## src/design/ptm_pkg.sv

```systemverilog
// ----------------------------------------------------------------------------
// ptm_pkg
// Shared types and constants for the prescaled reload timer: request and
// result beat layouts, request codes, register map and control bit positions.
// ----------------------------------------------------------------------------
`timescale 1ns / 1ps
`default_nettype none

package ptm_pkg;

  localparam int DATA_W              = 32;
  localparam int COUNT_WIDTH_DEF     = 32;
  localparam int PRESCALE_WIDTH_DEF  = 16;

  // request types
  localparam logic [1:0] REQ_TICK  = 2'd0;
  localparam logic [1:0] REQ_READ  = 2'd1;
  localparam logic [1:0] REQ_WRITE = 2'd2;

  // register map
  localparam logic [2:0] REG_CTRL   = 3'd0;
  localparam logic [2:0] REG_IRQ_EN = 3'd1;
  localparam logic [2:0] REG_STATUS = 3'd2;
  localparam logic [2:0] REG_EVENT  = 3'd3;
  localparam logic [2:0] REG_COUNT  = 3'd4;
  localparam logic [2:0] REG_PSC    = 3'd5;
  localparam logic [2:0] REG_RELOAD = 3'd6;

  // control register bit positions
  localparam int CTRL_EN_BIT   = 0;
  localparam int CTRL_OPM_BIT  = 3;
  localparam int CTRL_DOWN_BIT = 4;
  localparam int CTRL_ARPE_BIT = 7;

  typedef struct packed {
    logic [1:0]        req_type;
    logic [2:0]        reg_index;
    logic [DATA_W-1:0] write_data;
  } ptm_req_t;

  typedef struct packed {
    logic [DATA_W-1:0] read_data;
    logic              irq;
    logic              update_pulse;
  } ptm_rsp_t;

  typedef struct packed {
    logic en;
    logic opm;
    logic down;
    logic arpe;
  } ptm_ctrl_t;

endpackage

`default_nettype wire

```

## src/design/prescaled_reload_timer.sv

```systemverilog
// ----------------------------------------------------------------------------
// prescaled_reload_timer
// General purpose timer with prescaler, auto-reload and update interrupt,
// driven by one tick or bus access per request beat.
// ----------------------------------------------------------------------------
//  channel | direction | beat       | handshake
//  in_     | input     | ptm_req_t  | in_valid / in_stall
//  out_    | output    | ptm_rsp_t  | out_valid / out_stall
//
//  One request beat per cycle while the output is not stalled; a taken request
//  passes through the request register, then the response register.
//  The combinational timer update between the two registers sets the rate.
//  Synchronous active-low reset clears control and counters, sets reload to ones.
//  A stalled response holds; the request register takes one more beat, then stalls the input.
// ----------------------------------------------------------------------------
`timescale 1ns / 1ps
`default_nettype none

module prescaled_reload_timer
  import ptm_pkg::*;
#(
  parameter int COUNT_WIDTH    = COUNT_WIDTH_DEF,
  parameter int PRESCALE_WIDTH = PRESCALE_WIDTH_DEF
) (
  input  wire logic     clk,
  input  wire logic     rst_n,
  input  wire logic     in_valid,
  output logic          in_stall,
  input  wire ptm_req_t in_data,
  output logic          out_valid,
  input  wire logic     out_stall,
  output ptm_rsp_t      out_data
);

  logic                      s1_valid_r;
  ptm_req_t                  s1_r;
  logic                      out_valid_r;
  ptm_rsp_t                  out_r;
  logic                      advance;

  ptm_ctrl_t                 ctrl_r, ctrl_nxt;
  logic                      irq_en_r, irq_en_nxt;
  logic                      flag_r, flag_nxt;
  logic [COUNT_WIDTH-1:0]    cnt_r, cnt_nxt;
  logic [PRESCALE_WIDTH-1:0] psc_pre_r, psc_pre_nxt;
  logic [PRESCALE_WIDTH-1:0] psc_act_r, psc_act_nxt;
  logic [PRESCALE_WIDTH-1:0] psc_cnt_r, psc_cnt_nxt;
  logic [COUNT_WIDTH-1:0]    rld_pre_r, rld_pre_nxt;
  logic [COUNT_WIDTH-1:0]    rld_act_r, rld_act_nxt;
  ptm_rsp_t                  rsp_nxt;
  logic                      upd;
  logic                      wrap;

  assign advance   = s1_valid_r && (!out_valid_r || !out_stall);
  assign in_stall  = s1_valid_r && !advance;
  assign out_valid = out_valid_r;
  assign out_data  = out_r;

  always_comb begin
    ctrl_nxt    = ctrl_r;
    irq_en_nxt  = irq_en_r;
    flag_nxt    = flag_r;
    cnt_nxt     = cnt_r;
    psc_pre_nxt = psc_pre_r;
    psc_act_nxt = psc_act_r;
    psc_cnt_nxt = psc_cnt_r;
    rld_pre_nxt = rld_pre_r;
    rld_act_nxt = rld_act_r;
    rsp_nxt     = '0;
    upd         = 1'b0;
    wrap        = 1'b0;

    case (s1_r.req_type)
      REQ_TICK: begin
        if (ctrl_r.en) begin
          if (psc_cnt_r >= psc_act_r) begin
            psc_cnt_nxt = '0;
            if (ctrl_r.down) begin
              wrap    = (cnt_r == '0);
              cnt_nxt = wrap ? rld_act_r : cnt_r - 1'b1;
            end else begin
              wrap    = (cnt_r >= rld_act_r);
              cnt_nxt = wrap ? '0 : cnt_r + 1'b1;
            end
            upd = wrap;
          end else begin
            psc_cnt_nxt = psc_cnt_r + 1'b1;
          end
        end
      end
      REQ_READ: begin
        case (s1_r.reg_index)
          REG_CTRL: begin
            rsp_nxt.read_data[CTRL_EN_BIT]   = ctrl_r.en;
            rsp_nxt.read_data[CTRL_OPM_BIT]  = ctrl_r.opm;
            rsp_nxt.read_data[CTRL_DOWN_BIT] = ctrl_r.down;
            rsp_nxt.read_data[CTRL_ARPE_BIT] = ctrl_r.arpe;
          end
          REG_IRQ_EN: rsp_nxt.read_data[0] = irq_en_r;
          REG_STATUS: rsp_nxt.read_data[0] = flag_r;
          REG_COUNT:  rsp_nxt.read_data = DATA_W'(cnt_r);
          REG_PSC:    rsp_nxt.read_data = DATA_W'(psc_pre_r);
          REG_RELOAD: rsp_nxt.read_data = DATA_W'(rld_pre_r);
          default:    rsp_nxt.read_data = '0;
        endcase
      end
      REQ_WRITE: begin
        case (s1_r.reg_index)
          REG_CTRL: begin
            ctrl_nxt.en   = s1_r.write_data[CTRL_EN_BIT];
            ctrl_nxt.opm  = s1_r.write_data[CTRL_OPM_BIT];
            ctrl_nxt.down = s1_r.write_data[CTRL_DOWN_BIT];
            ctrl_nxt.arpe = s1_r.write_data[CTRL_ARPE_BIT];
          end
          REG_IRQ_EN: irq_en_nxt = s1_r.write_data[0];
          REG_STATUS: flag_nxt = flag_r & s1_r.write_data[0];
          REG_EVENT: begin
            if (s1_r.write_data[0]) begin
              upd     = 1'b1;
              cnt_nxt = ctrl_r.down ? rld_pre_r : '0;
            end
          end
          REG_COUNT: cnt_nxt = s1_r.write_data[COUNT_WIDTH-1:0];
          REG_PSC:   psc_pre_nxt = s1_r.write_data[PRESCALE_WIDTH-1:0];
          REG_RELOAD: begin
            rld_pre_nxt = s1_r.write_data[COUNT_WIDTH-1:0];
            if (!ctrl_r.arpe) begin
              rld_act_nxt = s1_r.write_data[COUNT_WIDTH-1:0];
            end
          end
          default: ;
        endcase
      end
      default: ;
    endcase

    if (upd) begin
      flag_nxt    = 1'b1;
      psc_cnt_nxt = '0;
      psc_act_nxt = psc_pre_r;
      rld_act_nxt = rld_pre_r;
      if (ctrl_r.opm) begin
        ctrl_nxt.en = 1'b0;
      end
    end

    rsp_nxt.update_pulse = upd;
    rsp_nxt.irq          = flag_nxt & irq_en_nxt;
  end

  always_ff @(posedge clk) begin
    if (!rst_n) begin
      s1_valid_r  <= 1'b0;
      out_valid_r <= 1'b0;
      ctrl_r      <= '0;
      irq_en_r    <= 1'b0;
      flag_r      <= 1'b0;
      cnt_r       <= '0;
      psc_pre_r   <= '0;
      psc_act_r   <= '0;
      psc_cnt_r   <= '0;
      rld_pre_r   <= '1;
      rld_act_r   <= '1;
    end else begin
      if (!in_stall) begin
        s1_valid_r <= in_valid;
      end
      if (advance) begin
        out_valid_r <= 1'b1;
      end else if (!out_stall) begin
        out_valid_r <= 1'b0;
      end
      if (advance) begin
        ctrl_r    <= ctrl_nxt;
        irq_en_r  <= irq_en_nxt;
        flag_r    <= flag_nxt;
        cnt_r     <= cnt_nxt;
        psc_pre_r <= psc_pre_nxt;
        psc_act_r <= psc_act_nxt;
        psc_cnt_r <= psc_cnt_nxt;
        rld_pre_r <= rld_pre_nxt;
        rld_act_r <= rld_act_nxt;
      end
    end
  end

  always_ff @(posedge clk) begin
    if (in_valid && !in_stall) begin
      s1_r <= in_data;
    end
    if (advance) begin
      out_r <= rsp_nxt;
    end
  end

`ifndef SYNTH
  a_irq_matches_state: assert property (@(posedge clk) disable iff (!rst_n)
    (out_valid_r && out_r.irq) |-> (flag_r && irq_en_r))
    else $error("irq beat without flag and enable");

  a_pulse_sets_flag: assert property (@(posedge clk) disable iff (!rst_n)
    (out_valid_r && out_r.update_pulse) |-> (flag_r && psc_cnt_r == '0))
    else $error("update beat without flag set and prescale cleared");

  a_psc_in_range: assert property (@(posedge clk) disable iff (!rst_n)
    psc_cnt_r <= psc_act_r)
    else $error("prescale count above active prescaler");

  a_opm_stops: assert property (@(posedge clk) disable iff (!rst_n)
    (advance && upd && ctrl_r.opm) |=> !ctrl_r.en)
    else $error("one-pulse update left counter enabled");
`endif

endmodule

`default_nettype wire

```

## config.mk

```make
export PLATFORM = sky130hd
export DESIGN_NAME = prescaled_reload_timer
export DESIGN_NICKNAME = d
export VERILOG_FILES = /design/src/design/ptm_pkg.sv /design/src/design/prescaled_reload_timer.sv
export SDC_FILE = /design/constraint.sdc
export NUM_CORES = 1
export LEC_CHECK = 0
export BUFFER_PORTS_ARGS = -buffer_cell sky130_fd_sc_hd__buf_2
export CAP_MARGIN = 20
export CORE_ASPECT_RATIO = 1.5
export CORE_MARGIN = 2
export CORE_UTILIZATION = 27
export DETAILED_ROUTE_END_ITERATION = 7
export PLACE_DENSITY = 0.49
export SLEW_MARGIN = 20
export SYNTH_ARGS = -nofsm -noshare
export SYNTH_HDL_FRONTEND = slang
export SYNTH_SLANG_ARGS = --single-unit
```

## constraint.sdc

```tcl
create_clock -name clk -period 8.6 [get_ports clk]
set_clock_uncertainty 0.2 [all_clocks]
set_input_delay 0.43 -clock clk [delete_from_list [all_inputs] [get_ports clk]]
set_output_delay 0.43 -clock clk [all_outputs]
set_load 0.01 [all_outputs]
```

* Yosys cells after proc, flatten, opt, wreduce, memory -nomap -nowiden *
Index checks and enable logic that the tools add are counted.
Widths: inputs -> output; s select.

storage, ports and cells
  bits in registers = 223
  latch bits = 0
  memory bits (writable) = 0
  bits in read-only memories = 0
  output and inout port bits = 36
  word-level logic and storage cells = 104
  memories = 0

cells by class
  add/sub/neg operators = 3
  multipliers = 0
  divide/modulo/power cells = 0
  $lt $le $gt $ge = 2
  eq/ne operators = 14
  shift-type cells = 0
  mux-type cells = 40
  bitwise gates (word level) = 2
  reduce and logical (&&, ||, !) cells = 23

operators by type and width
  kind                   count
  $mux 32                11
  $pmux 32 s2            2
  $pmux 24 s3            1
  $mux 16                4
  $add 32x1->32 const B  1
  $ge 32x32->1           1
  $logic_not 32->1       1
  $sub 32x1->32 const B  1
  $add 16x1->16 const B  1
  $ge 16x16->1           1
  $mux 1                 14
  $pmux 2 s3             2
  $reduce_and 3->1       4
  $reduce_bool 2->1      5
  $eq 3x3->1 const B     3
  $mux 4                 2
  $pmux 2 s4             1
  $eq 3x2->1 const B     2
  $pmux 1 s6             1
  $reduce_and 6->1       1
  $logic_not 1->1        4
  $ne 2x1->1 const B     2
  $ne 2x2->1 const B     2
  $pmux 1 s4             1
  13 further kinds       16

* Longest topological paths before layout *
Gate-level depths: netlist (run 1).

  word-level depth = 7
  depth in mapped cells = 14

* Worst setup path before layout (run 1) *
Ideal clock, no wire load.

  path kind = flip-flop to flip-flop
  start = register cnt_r[26]
  end = register cnt_r[6]
  arrival = 3187 ps
  required time = 8283 ps
  slack = 5096 ps
  stages on the path, launching flop included = 12
  path buffers = 3
  clock period less this slack = 3504 ps
  cell sequence = dfxtp_1 buf_4 or4_4 or4_4 buf_6 or4_4 buf_6 mux2_4 a211oi_2 mux2_2 o22ai_1 a32o_1

on the way
  word-level cells in the longest chain between the ends = 6

RTL lines
  item                                                     line                                                        RTL
  start, declared                                          prescaled_reload_timer.sv:44                                logic [COUNT_WIDTH-1:0] cnt_r, cnt_nxt;
  start signal, assigned                                   prescaled_reload_timer.sv:177                               cnt_r <= cnt_nxt;
  $ge 32x32->1 / $logic_not 32->1 (equally long branches)  prescaled_reload_timer.sv:82, prescaled_reload_timer.sv:79
  $mux 32, on equally long branches                        prescaled_reload_timer.sv:83, prescaled_reload_timer.sv:80
  $mux 32 (*)                                              prescaled_reload_timer.sv:78                                if (ctrl_r.down) begin
  $mux 32 (*)                                              prescaled_reload_timer.sv:76                                if (psc_cnt_r >= psc_act_r) begin
  $mux 32 (*)                                              prescaled_reload_timer.sv:75                                if (ctrl_r.en) begin
  $pmux 32 s2 (*)                                          prescaled_reload_timer.sv:73                                case (s1_r.req_type)

Mark *: on every way between the ends. The rest lies on a longest branch, timed or not. The select of a mux whose other input is x is not followed.
A chain may end at the register's enable or synchronous reset.

* Worst setup path in the final report (run 1) *
  start = register cnt_r[0]
  end = register psc_act_r[9]

on the way
  word-level cells in the longest chain between the ends = 6

RTL lines
  item                                                     line                                                        RTL
  $ge 32x32->1 / $logic_not 32->1 (equally long branches)  prescaled_reload_timer.sv:82, prescaled_reload_timer.sv:79
  $mux 1 (*)                                               prescaled_reload_timer.sv:78
  $mux 1 (*)                                               prescaled_reload_timer.sv:76
  $mux 1 (*)                                               prescaled_reload_timer.sv:75
  $pmux 1 s2 (*)                                           prescaled_reload_timer.sv:73
  $reduce_and 2->1 (no line) (*)                           -
  end signal, assigned                                     prescaled_reload_timer.sv:179                               psc_act_r <= psc_act_nxt;
  end, declared                                            prescaled_reload_timer.sv:46                                logic [PRESCALE_WIDTH-1:0] psc_act_r, psc_act_nxt;

Mark *: on every way between the ends. The rest lies on a longest branch, timed or not.

==> results of run 1 <==
-- layer usage --
layer | up-vias | track usage (%)
li1 | 5585 | -
met1 | 5591 | 19.2
met2 | 318 | 34.8
met3 | 97 | 1.85
met4 | 0 | 7.51
met5 | - | 0
-- critical path, cell delays in order, from the launching register on --
cell and delay (ns):
dfxtp_1 0.45, inv_1 0.15, ha_1 0.21, nor3b_1 0.38
nand4_1 0.55, o41ai_4 0.73, o2111ai_1 0.35, nor2b_2 0.27
buf_4 0.31, clkinv_2 0.50, nand2_4 0.34, mux2i_1 0.20
-- cells in the mapped netlist (14+ instances only) --
library cell,count
edfxtp_1,71
a31oi_1,52
a211oi_1,14
a22oi_1,20
ha_1,51
inv_1,60
xnor2_1,15
dfxtp_1,152
nand3_1,109
clkbuf_1,96
mux2i_1,37
nor2_1,143
o21ai_0,55
nor3_1,32
and3_1,21
a21oi_1,82
nand2_1,292
-- path summary, 6_finish.rpt --
path / start / to / slack (ns)
min reg2reg: psc_act_r[11] / psc_act_r[11] / 0.26
min: rst_n / psc_act_r[3] / 0.04
max: cnt_r[0] / psc_act_r[9] / 3.72
max reg2reg: cnt_r[0] / psc_act_r[9] / 3.72
-- cell families (layout without fill, tap and decap cells) --
kind of cell	count (synthesis)	count (layout)	share of synthesized area [%]
compound gates	326	326	17.2
xor+xnor	28	28	1.96
fa+ha+maj	51	51	5.10
buf+inv	188	246	6.12
flops	223	223	41.4
mux	40	40	3.26
simple gates	688	688	25.0
-- layout make-up --
class | count | area (sq um)
fillers | 4821 | 31300
multi-input cells | 1133 | 6610
flip-flops and latches | 223 | 5180
repair buffers | 138 | 943
clock buffers | 39 | 769
well taps | 588 | 736
inverters | 62 | 234
clock inverters | 7 | 42.5
-- sequential cells by signal, indices dropped and copies added, names as in the netlist --
name        count
cnt_r          32
ctrl_r          4
flag_r          1
irq_en_r        1
out_data       34
out_valid       1
psc_act_r      16
psc_cnt_r      16
psc_pre_r      16
rld_act_r      32
rld_pre_r      32
s1_r           37
s1_valid_r      1
-- through the flow --
step	cells	hold WS (ns)	total power [uW]	cell area [sq um]	setup WS, ns
2_1_floorplan	1544	0.238	1290	12500	5.10
3_3_place_gp	2105	0.246	1380	13300	3.98
3_5_place_dp	2105	0.253	1380	13300	3.85
4_1_cts	2190	0.0152	2480	14500	3.82
5_1_grt	2190	0.0475	2530	14500	3.31
6_report	2190	0.0366	2440	14500	3.72
-- power by group through the flow --
| stage | combinational, uW | clock [uW] | sequential, uW |
|---|---|---|---|
| 2_1_floorplan | 143 | 0 | 1150 |
| 3_3_place_gp | 218 | 0 | 1160 |
| 3_5_place_dp | 219 | 0 | 1160 |
| 4_1_cts | 233 | 1110 | 1130 |
| 5_1_grt | 253 | 1140 | 1140 |
| 6_report | 231 | 1080 | 1130 |
-- repair_timing --
action / 4_1_cts / 5_1_grt
hold endpoints to repair: 39 / 0
setup buffers: 0 / 0
hold buffers: 39 / 0
==> impl_metrics.csv, run 1 <==
group,metric,value,unit
sta,fin_crit_sh,56.8,%
cts,htree_levels,1,
sta,rsz0062_at_grt,"no",
layout,layout_commonest_cell,"nand2_1",
route,first_pass_iters,5,
synthesis,syn_inst,1544,
setup_path,critPathMaxFanout,35,
layout,n_antenna_cell,0,
route,via_count,11600,
cts,cts_resized,0,
layout,mostFrequentLayoutCells,"292 x nand2_1, 151 x dfxtp_1, 142 x nor2_1, 108 x nand3_1, 82 x a21oi_1",
layout,layout-drive-gt1-share,10.7,%
sta,drv_slew,0,
synthesis,synth_edf_count,71,
power_and_ir_drop,p_sw,635,uW
place,io_buffers,76,
route,detail_route.wl_per_cell,20.0,um
synthesis,synth_area_leader_cell,"dfxtp_1",
die,coreArea,45800,sq um
setup_path,cp.arrival,5.10,ns
die,num_rows,96,
synthesis,synth-seq-cells,223,
setup_path,crit_type,"reg2reg",
sta,hold_violations,0,
grt,grt_start_max_net_pins,73,
power_and_ir_drop,p_leak,0.00587,uW
place,gp_congestion,0.873,
layout,nets,1675,
grt,grt_usage,17.8,%
route,wl_met1,16.8,mm
run_status,status,"complete, no violations",
cts,clockRootBuffer,"clkbuf_16",
grt,antenna_found_initial,0,
place,dp.final_hpwl,29.4,mm
route,wl_met2,23.6,mm
power_and_ir_drop,swShare,26.0,%
setup_path,startpoint_type,"flip-flop",
power_and_ir_drop,internal_power,1810,uW
synthesis,yosys_warnings,0,
sta,tightest_slew,1.04,ns
sta,clock.fmax,205,MHz
synthesis,ys.flop_type,"dfxtp_1",
hold_path,hold_class,"in2reg",
cts,numClockSinks,223,
sta,fin_setup_tns,0,ns
grt,gr-total-overflow,0,
sta,slew_headroom,30.5,%
setup_path,end_kind,"flip-flop",
cts,clkTransAtPathRegs,0.07,ns
setup_path,cp.required,8.82,ns
route,ant_nets,0,
synthesis,syn_avg_cell_area,8.10,sq um
sta,fin_crit,4.88,ns
route,routed-wl-met3,1.73,mm
route,drt_iter0_drc,941,
route,drc,0,
cts,numCtsBuffers,25,
cts,cts_buffer_depth,3,
sta,setup_violations,0,
synthesis,yosysUniqueCellTypes,73,
synthesis,synthArstFlopShare,0,%
route,top_layer,"met4",
power_and_ir_drop,power.density,168,nW/um^2
die,die_area,48100,sq um
synthesis,synthTopCellsByArea,"dfxtp_1 24%, edfxtp_1 17%, nand2_1 8.8%",
synthesis,seq_area_frac_synth,41.4,%
layout,final_util,31.7,%
hold_path,min_path_cells,3,
route,drt_wl_total,43.7,mm
die,die_h,268,um
job,max-cap-violations,0,
power_and_ir_drop,comb_power_share,9.5,%
route,routed_via_density,5.29,
grt,grt_pass1_wl,67.5,mm
grt,grt_pass1_vias,11500,
die,fp.dieW,180,um
power_and_ir_drop,vdd_drop_max,130,uV
cts,cts_tree,"yes",
synthesis,syn_nets,1636,
power_and_ir_drop,p_seq_share,46.4,%
power_and_ir_drop,pwr-share-clk,44.1,%
cts,clkLatencyLatePin,0.56,ns
layout,area_growth,16.0,%
die,pin_count,77,
synthesis,yosysTopAreaCellShare,24.3,%
synthesis,synth_area,12500,sq um
setup_path,rr_worst_depth,11,
die,start_util,27.3,%
No activity file was read; power rests on OpenSTA's default activity.
==> run 2: changes to the inputs <==
==> constraint.sdc (replaced) <==
create_clock -name clk -period 4.9 [get_ports clk]
set_clock_uncertainty 0.2 [all_clocks]
set_input_delay 0.245 -clock clk [delete_from_list [all_inputs] [get_ports clk]]
set_output_delay 0.245 -clock clk [all_outputs]
set_load 0.01 [all_outputs]
==> impl_metrics.csv, run 2 (synthesis results as in run 1) <==
group,metric,value,unit
die,die_area,48100,sq um
setup_path,startpoint,"cnt_r[9]",
layout,layout-drive-gt1-share,11.6,%
cts,cts_tree,"yes",
sta,setup_slack,0.936,ns
power_and_ir_drop,p_leak,0.00597,uW
route,drt_wl_total,43.3,mm
grt,grt_pass1_vias,11700,
place,gp_congestion,0.907,
grt,grt_start_max_net_pins,51,
grt,gr-max-usage-layer,"met2",
grt,grt_util_met2,33.7,%
layout,largest-register,"s1_r",
route,ant_nets,0,
die,coreArea,45800,sq um
sta,fin_crit,3.96,ns
sta,slew_headroom,29.6,%
layout,n_antenna_cell,0,
hold_path,hold_class,"in2reg",
route,via_count,11700,
setup_path,r2r-start,"cnt_r[9]",
setup_path,cp.arrival,4.22,ns
power_and_ir_drop,power.density,301,nW/um^2
die,fp.dieW,180,um
cts,cts_buffer_depth,3,
sta,setup_violations,0,
hold_path,min_path_cells,2,
die,start_util,27.3,%
setup_path,rr_worst_depth,11,
grt,gr-total-overflow,0,
grt,grt_use_met1,19.3,%
grt,grt_usage,17.7,%
layout,final_util,32.1,%
layout,mostFrequentLayoutCells,"292 x nand2_1, 151 x dfxtp_1, 141 x nor2_1, 109 x nand3_1, 82 x a21oi_1",
power_and_ir_drop,vdd_drop_max,206,uV
layout,layout_commonest_cell,"nand2_1",
sta,rsz0062_at_grt,"no",
layout,largest_reg_flops,37,
layout,nets,1693,
setup_path,critPathMaxFanout,27,
cts,numCtsBuffers,25,
sta,drv_slew,0,
setup_path,crit_type,"reg2reg",
route,drc,0,
die,num_rows,96,
cts,htree_levels,1,
setup_path,cp.required,5.16,ns
die,die_h,268,um
cts,clkTransAtPathRegs,0.07,ns
hold_path,min_from,"in_data[21]",
layout,final_cell_area,14700,sq um
route,first_pass_iters,6,
grt,grt_pass1_wl,67.5,mm
setup_path,crit_chain,"ha_1, nand4_1, nor4_1, o211ai_1, a311oi_1, o2111ai_1, nor2b_2, clkinv_2, buf_4, nand2_1, a31oi_1",
route,drt_iter0_drc,978,
setup_path,slowest_stage,"a311oi_1",
layout,area_growth,17.6,%
setup_path,r2r_end,"rld_act_r[8]",
job,max-cap-violations,0,
run_status,status,"complete, no violations",
cts,clockRootBuffer,"clkbuf_16",
place,placed_area,13400,sq um
setup_path,critPathMaxStageDelay,0.53,ns
sta,hold_violations,0,
setup_path,r2r_slack,0.94,ns
cts,numClockSinks,223,
grt,antenna_found_initial,0,
sta,tightest_slew,1.05,ns
die,pin_count,77,
place,pre_cts_slack,0.890,ns
route,detail_route.wl_per_cell,19.6,um
setup_path,startpoint_type,"flip-flop",
setup_path,end_kind,"flip-flop",
sta,fin_setup_tns,0,ns
place,dp.final_hpwl,29.9,mm
cts,clkLatencyLatePin,0.55,ns
hold_path,hold_path_end,"s1_r[21]",
grt,grtUsageMet3,1.73,%
sta,clock.fmax,252,MHz
place,io_buffers,76,
route,routed_via_density,5.28,
sta,fin_crit_sh,80.9,%
run 2: area by class of cell:
| cell class | instances | area, sq um |
|---|---|---|
| fillers | 4787 | 31100 |
| multi-input cells | 1133 | 6610 |
| flip-flops and latches | 223 | 5180 |
| repair buffers | 156 | 1100 |
| well taps | 588 | 736 |
| clock buffers | 31 | 678 |
| inverters | 62 | 234 |
| clock inverters | 14 | 186 |
run 2: worst max-delay path: cells and delay by family (launching register included):
family / cells / cell delay [ns]
buffers and inverters: 2 / 0.54
flip-flops: 1 / 0.43
adder cells (fa/ha/maj): 1 / 0.35
AND/OR/NAND/NOR: 4 / 1.07
AO/OA/AOI/OAI: 4 / 1.24
run 2: worst max path at each step:
stage | endpoint | slack [ns] | cells past startpoint
global placement | rld_act_r[27] | 1.01 | 11
CTS | rld_act_r[29] | 0.88 | 11
global route | rld_act_r[29] | 0.70 | 11
floorplan | cnt_r[6] | 1.40 | 11
finish | rld_act_r[8] | 0.94 | 11
detailed placement | rld_act_r[29] | 0.89 | 11
run 2: per-stage QoR:
step,cells,total power (uW),hold WS [ns]
floorplan,1544,2270,0.144
global placement,2121,2420,0.222
detailed placement,2121,2420,0.223
CTS,2207,4480,0.175
global route,2207,4580,0.193
finish,2207,4420,0.198
run 2: layer usage:
layer / share of wire [%] / up-vias / routed length [um]
li1: - / 5607 / -
met1: 39 / 5631 / 16700
met2: 53 / 319 / 22800
met3: 4.1 / 99 / 1770
met4: 4.7 / 0 / 2040
met5: 0 / - / 0
run 2: power by group:
group	internal [uW]	leakage, uW	switching, uW
Combinational	153	0.00366	259
Clock	1200	0.000418	819
Sequential	1950	0.00190	44.9
Total	3300	0.00597	1120
run 2: timing repair:
action	in CTS	in global routing
resized for setup	0	0
hold buffers	41	0
hold endpoints to repair	49	0
setup buffers	0	0
endpoints found under the setup margin	0	0
==> run 3: changes to the inputs <==
--- a/config.mk
+++ b/config.mk
@@ -5,13 +5,14 @@
 export SDC_FILE = /design/constraint.sdc
 export NUM_CORES = 1
 export LEC_CHECK = 0
+export ABC_AREA = 1
 export BUFFER_PORTS_ARGS = -buffer_cell sky130_fd_sc_hd__buf_2
 export CAP_MARGIN = 20
 export CORE_ASPECT_RATIO = 1.5
 export CORE_MARGIN = 2
 export CORE_UTILIZATION = 27
 export DETAILED_ROUTE_END_ITERATION = 7
-export PLACE_DENSITY = 0.49
+export PLACE_DENSITY = 0.5
 export SLEW_MARGIN = 20
 export SYNTH_ARGS = -nofsm -noshare
 export SYNTH_HDL_FRONTEND = slang
==> constraint.sdc (replaced) <==
create_clock -name clk -period 3.2 [get_ports clk]
set_clock_uncertainty 0.2 [all_clocks]
set_input_delay 0.16 -clock clk [delete_from_list [all_inputs] [get_ports clk]]
set_output_delay 0.16 -clock clk [all_outputs]
set_load 0.01 [all_outputs]
==> impl_metrics.csv, run 3 <==
group,metric,value,unit
run_status,status,"complete, no violations",
power_and_ir_drop,p_total,6970,uW
cts,post_cts_buffers,0,
setup_path,crit_type,"reg2reg",
synthesis,syn_inst,1871,
setup_path,r2r-start,"rld_act_r[15]",
sta,fin_setup_tns,0,ns
setup_path,cp.arrival,3.13,ns
setup_path,r2r_slack,0.26,ns
layout,largest-register,"s1_r",
sta,fin_crit,2.94,ns
die,coreArea,48600,sq um
route,drc,0,
power_and_ir_drop,power.density,439,nW/um^2
synthesis,synthArstFlopShare,0,%
die,start_util,27.3,%
synthesis,synthTopCellsByArea,"dfxtp_1 23%, edfxtp_1 16%, nand2_1 14%",
power_and_ir_drop,p_leak,0.00728,uW
setup_path,startpoint,"rld_act_r[15]",
die,fp.dieW,185,um
grt,grt_pass1_wl,75.4,mm
layout,largest_reg_flops,37,
layout,n_antenna_cell,0,
layout,layout-drive-gt1-share,11.7,%
synthesis,syn_nets,1963,
synthesis,yosysMostFrequentCell,"nand2_1",
grt,grt_usage,19.4,%
synthesis,synth_area_leader_cell,"dfxtp_1",
synthesis,synth_edf_count,71,
sta,hold_violations,0,
cts,htree_levels,1,
grt,antenna_found_initial,0,
sta,rsz0062_at_grt,"no",
setup_path,startpoint_type,"flip-flop",
sta,setup_slack,0.260,ns
synthesis,seq_area_frac_synth,39.1,%
synthesis,synth-seq-cells,223,
die,pin_count,77,
synthesis,ys.flop_type,"dfxtp_1",
grt,grt_start_max_net_pins,55,
synthesis,yosysTopAreaCellShare,23.0,%
power_and_ir_drop,vdd_drop_max,471,uV
grt,gr-total-overflow,0,
layout,final-instance-count-excl-fill,2661,
synthesis,synthXorXnorAreaFrac,3.24,%
sta,fin_crit_sh,91.9,%
synthesis,yosys_warnings,0,
setup_path,end_kind,"flip-flop",
layout,mostFrequentLayoutCells,"490 x nand2_1, 224 x nand3_1, 195 x inv_1, 170 x nor2_1, 152 x dfxtp_1",
cts,clockRootBuffer,"clkbuf_16",
hold_path,hold_class,"in2reg",
sta,slew_headroom,45.3,%
layout,area_growth,19.8,%
route,routed_via_density,4.88,
synthesis,yosysUniqueCellTypes,46,
synthesis,synth_area,13200,sq um
route,via_count,13000,
synthesis,synth_common_cells,"491 x nand2_1, 224 x nand3_1, 195 x inv_1",
synthesis,syn_avg_cell_area,7.08,sq um
die,num_rows,99,
cts,cts_tree,"yes",
synthesis,synth_top_family_by_area,"simple AND/OR/NAND/NOR gates",
route,drt_iter0_drc,973,
place,dp.final_hpwl,37.2,mm
synthesis,muxShareOfSynthArea,0,%
setup_path,cp.required,3.39,ns
job,max-cap-violations,0,
sta,hold_slack,0.123,ns
setup_path,critPathMaxFanout,16,
layout,fill_cells,5404,
synthesis,synthAdderAreaFrac,4.82,%
place,gp_congestion,0.887,
synthesis,synth_compound_area_share,10.9,%
grt,grt_pass1_vias,12700,
sta,setup_violations,0,
place,io_buffers,76,
cts,numClockSinks,223,
route,ant_nets,0,
cts,cts_buffer_depth,3,
route,drt_wl_total,49.8,mm
sta,clock.fmax,340,MHz
sta,drv_slew,0,
sta,tightest_slew,0.820,ns
die,die_area,50900,sq um
die,die_h,275,um
layout,layout_commonest_cell,"nand2_1",
place,place_inst,2575,
place,pre_cts_slack,0.184,ns
synthesis,yosys.area_share.simple,32.6,%
hold_path,min_from,"in_data[19]",
route,first_pass_iters,5,
cts,clkLatencyLatePin,0.55,ns
route,detail_route.wl_per_cell,18.7,um
cts,numCtsBuffers,24,
layout,nets,2079,
cts,clkTransAtPathRegs,0.06,ns
run 3: cell count changes after synthesis, sizes merged, moves of 27 or more:
cell | previous run | this run
mux2i | 37 | 0
clkbuf | 97 | 50
inv | 61 | 205
a31oi | 52 | 25
nand3 | 109 | 226
nand2 | 293 | 496
nor2 | 143 | 187
xor2 | 13 | 47
run 3: cells by family (layout without fill, tap and decap cells):
group | Yosys count | in the layout
adders and majority gates | 51 | 51
DFF | 223 | 223
AOI/OAI and AO/OA | 252 | 252
and+or+nand+nor | 989 | 989
xor gates and xnor gates | 49 | 49
buffers and inverters | 307 | 441
run 3: through the flow:
step,area (sq um),util [%]
floorplan,13200,-
global placement,14600,30.1
detailed placement,14600,30.1
CTS,15800,32.6
global route,15900,32.7
finish,15900,32.7
run 3: critical path: stages, from the launching register on:
cell and delay, ns:
dfxtp_1 0.44, inv_1 0.07, ha_1 0.32, nand4_1 0.13
nor2_1 0.16, nand2_1 0.07, inv_1 0.05, nand2_1 0.04
nand2_1 0.15, nand2_1 0.12, nand2_2 0.17, nand4_4 0.11
nand2_4 0.18, nand2_2 0.15, buf_4 0.26, nand3_1 0.09
nand3_1 0.08
run 3: report_power, final:
| group | switching [uW] | internal [uW] |
|---|---|---|
| clock network | 1260 | 1690 |
| logic | 638 | 315 |
| registers | 72.8 | 3000 |
run 3: repair_timing:
action / CTS / global route
endpoints found under the hold margin: 61 / 0
hold buffers: 42 / 0
gates resized for setup: 0 / 4
setup endpoints to repair: 0 / 40
run 3: final timing paths:
| kind | end | cells past startpoint |
|---|---|---|
| min | s1_r[19] | 2 |
| max reg2reg | rld_act_r[4] | 16 |
| max | rld_act_r[4] | 16 |
| min reg2reg | psc_act_r[8] | 2 |
run 3: routing by layer:
metal	share of wire, %	up-vias	wire, um	GRT usage [%]
li1	-	6392	-	-
met1	39	6089	19500	22.3
met2	51	381	25500	35.2
met3	4.2	127	2080	1.87
met4	5.5	0	2750	10.7
met5	0	-	0	0
run 3: layout make-up:
cell class / instances / area [sq um] / share of cell area, %
Sequential cell: 223 / 5170 / 32.6
Timing Repair Buffer: 190 / 1410 / 8.90
Inverter: 207 / 777 / 4.90
Clock buffer: 32 / 692 / 4.36
Tap cell: 656 / 821 / 5.17
Clock inverter: 12 / 124 / 0.781
Multi-Input combinational cell: 1341 / 6870 / 43.3
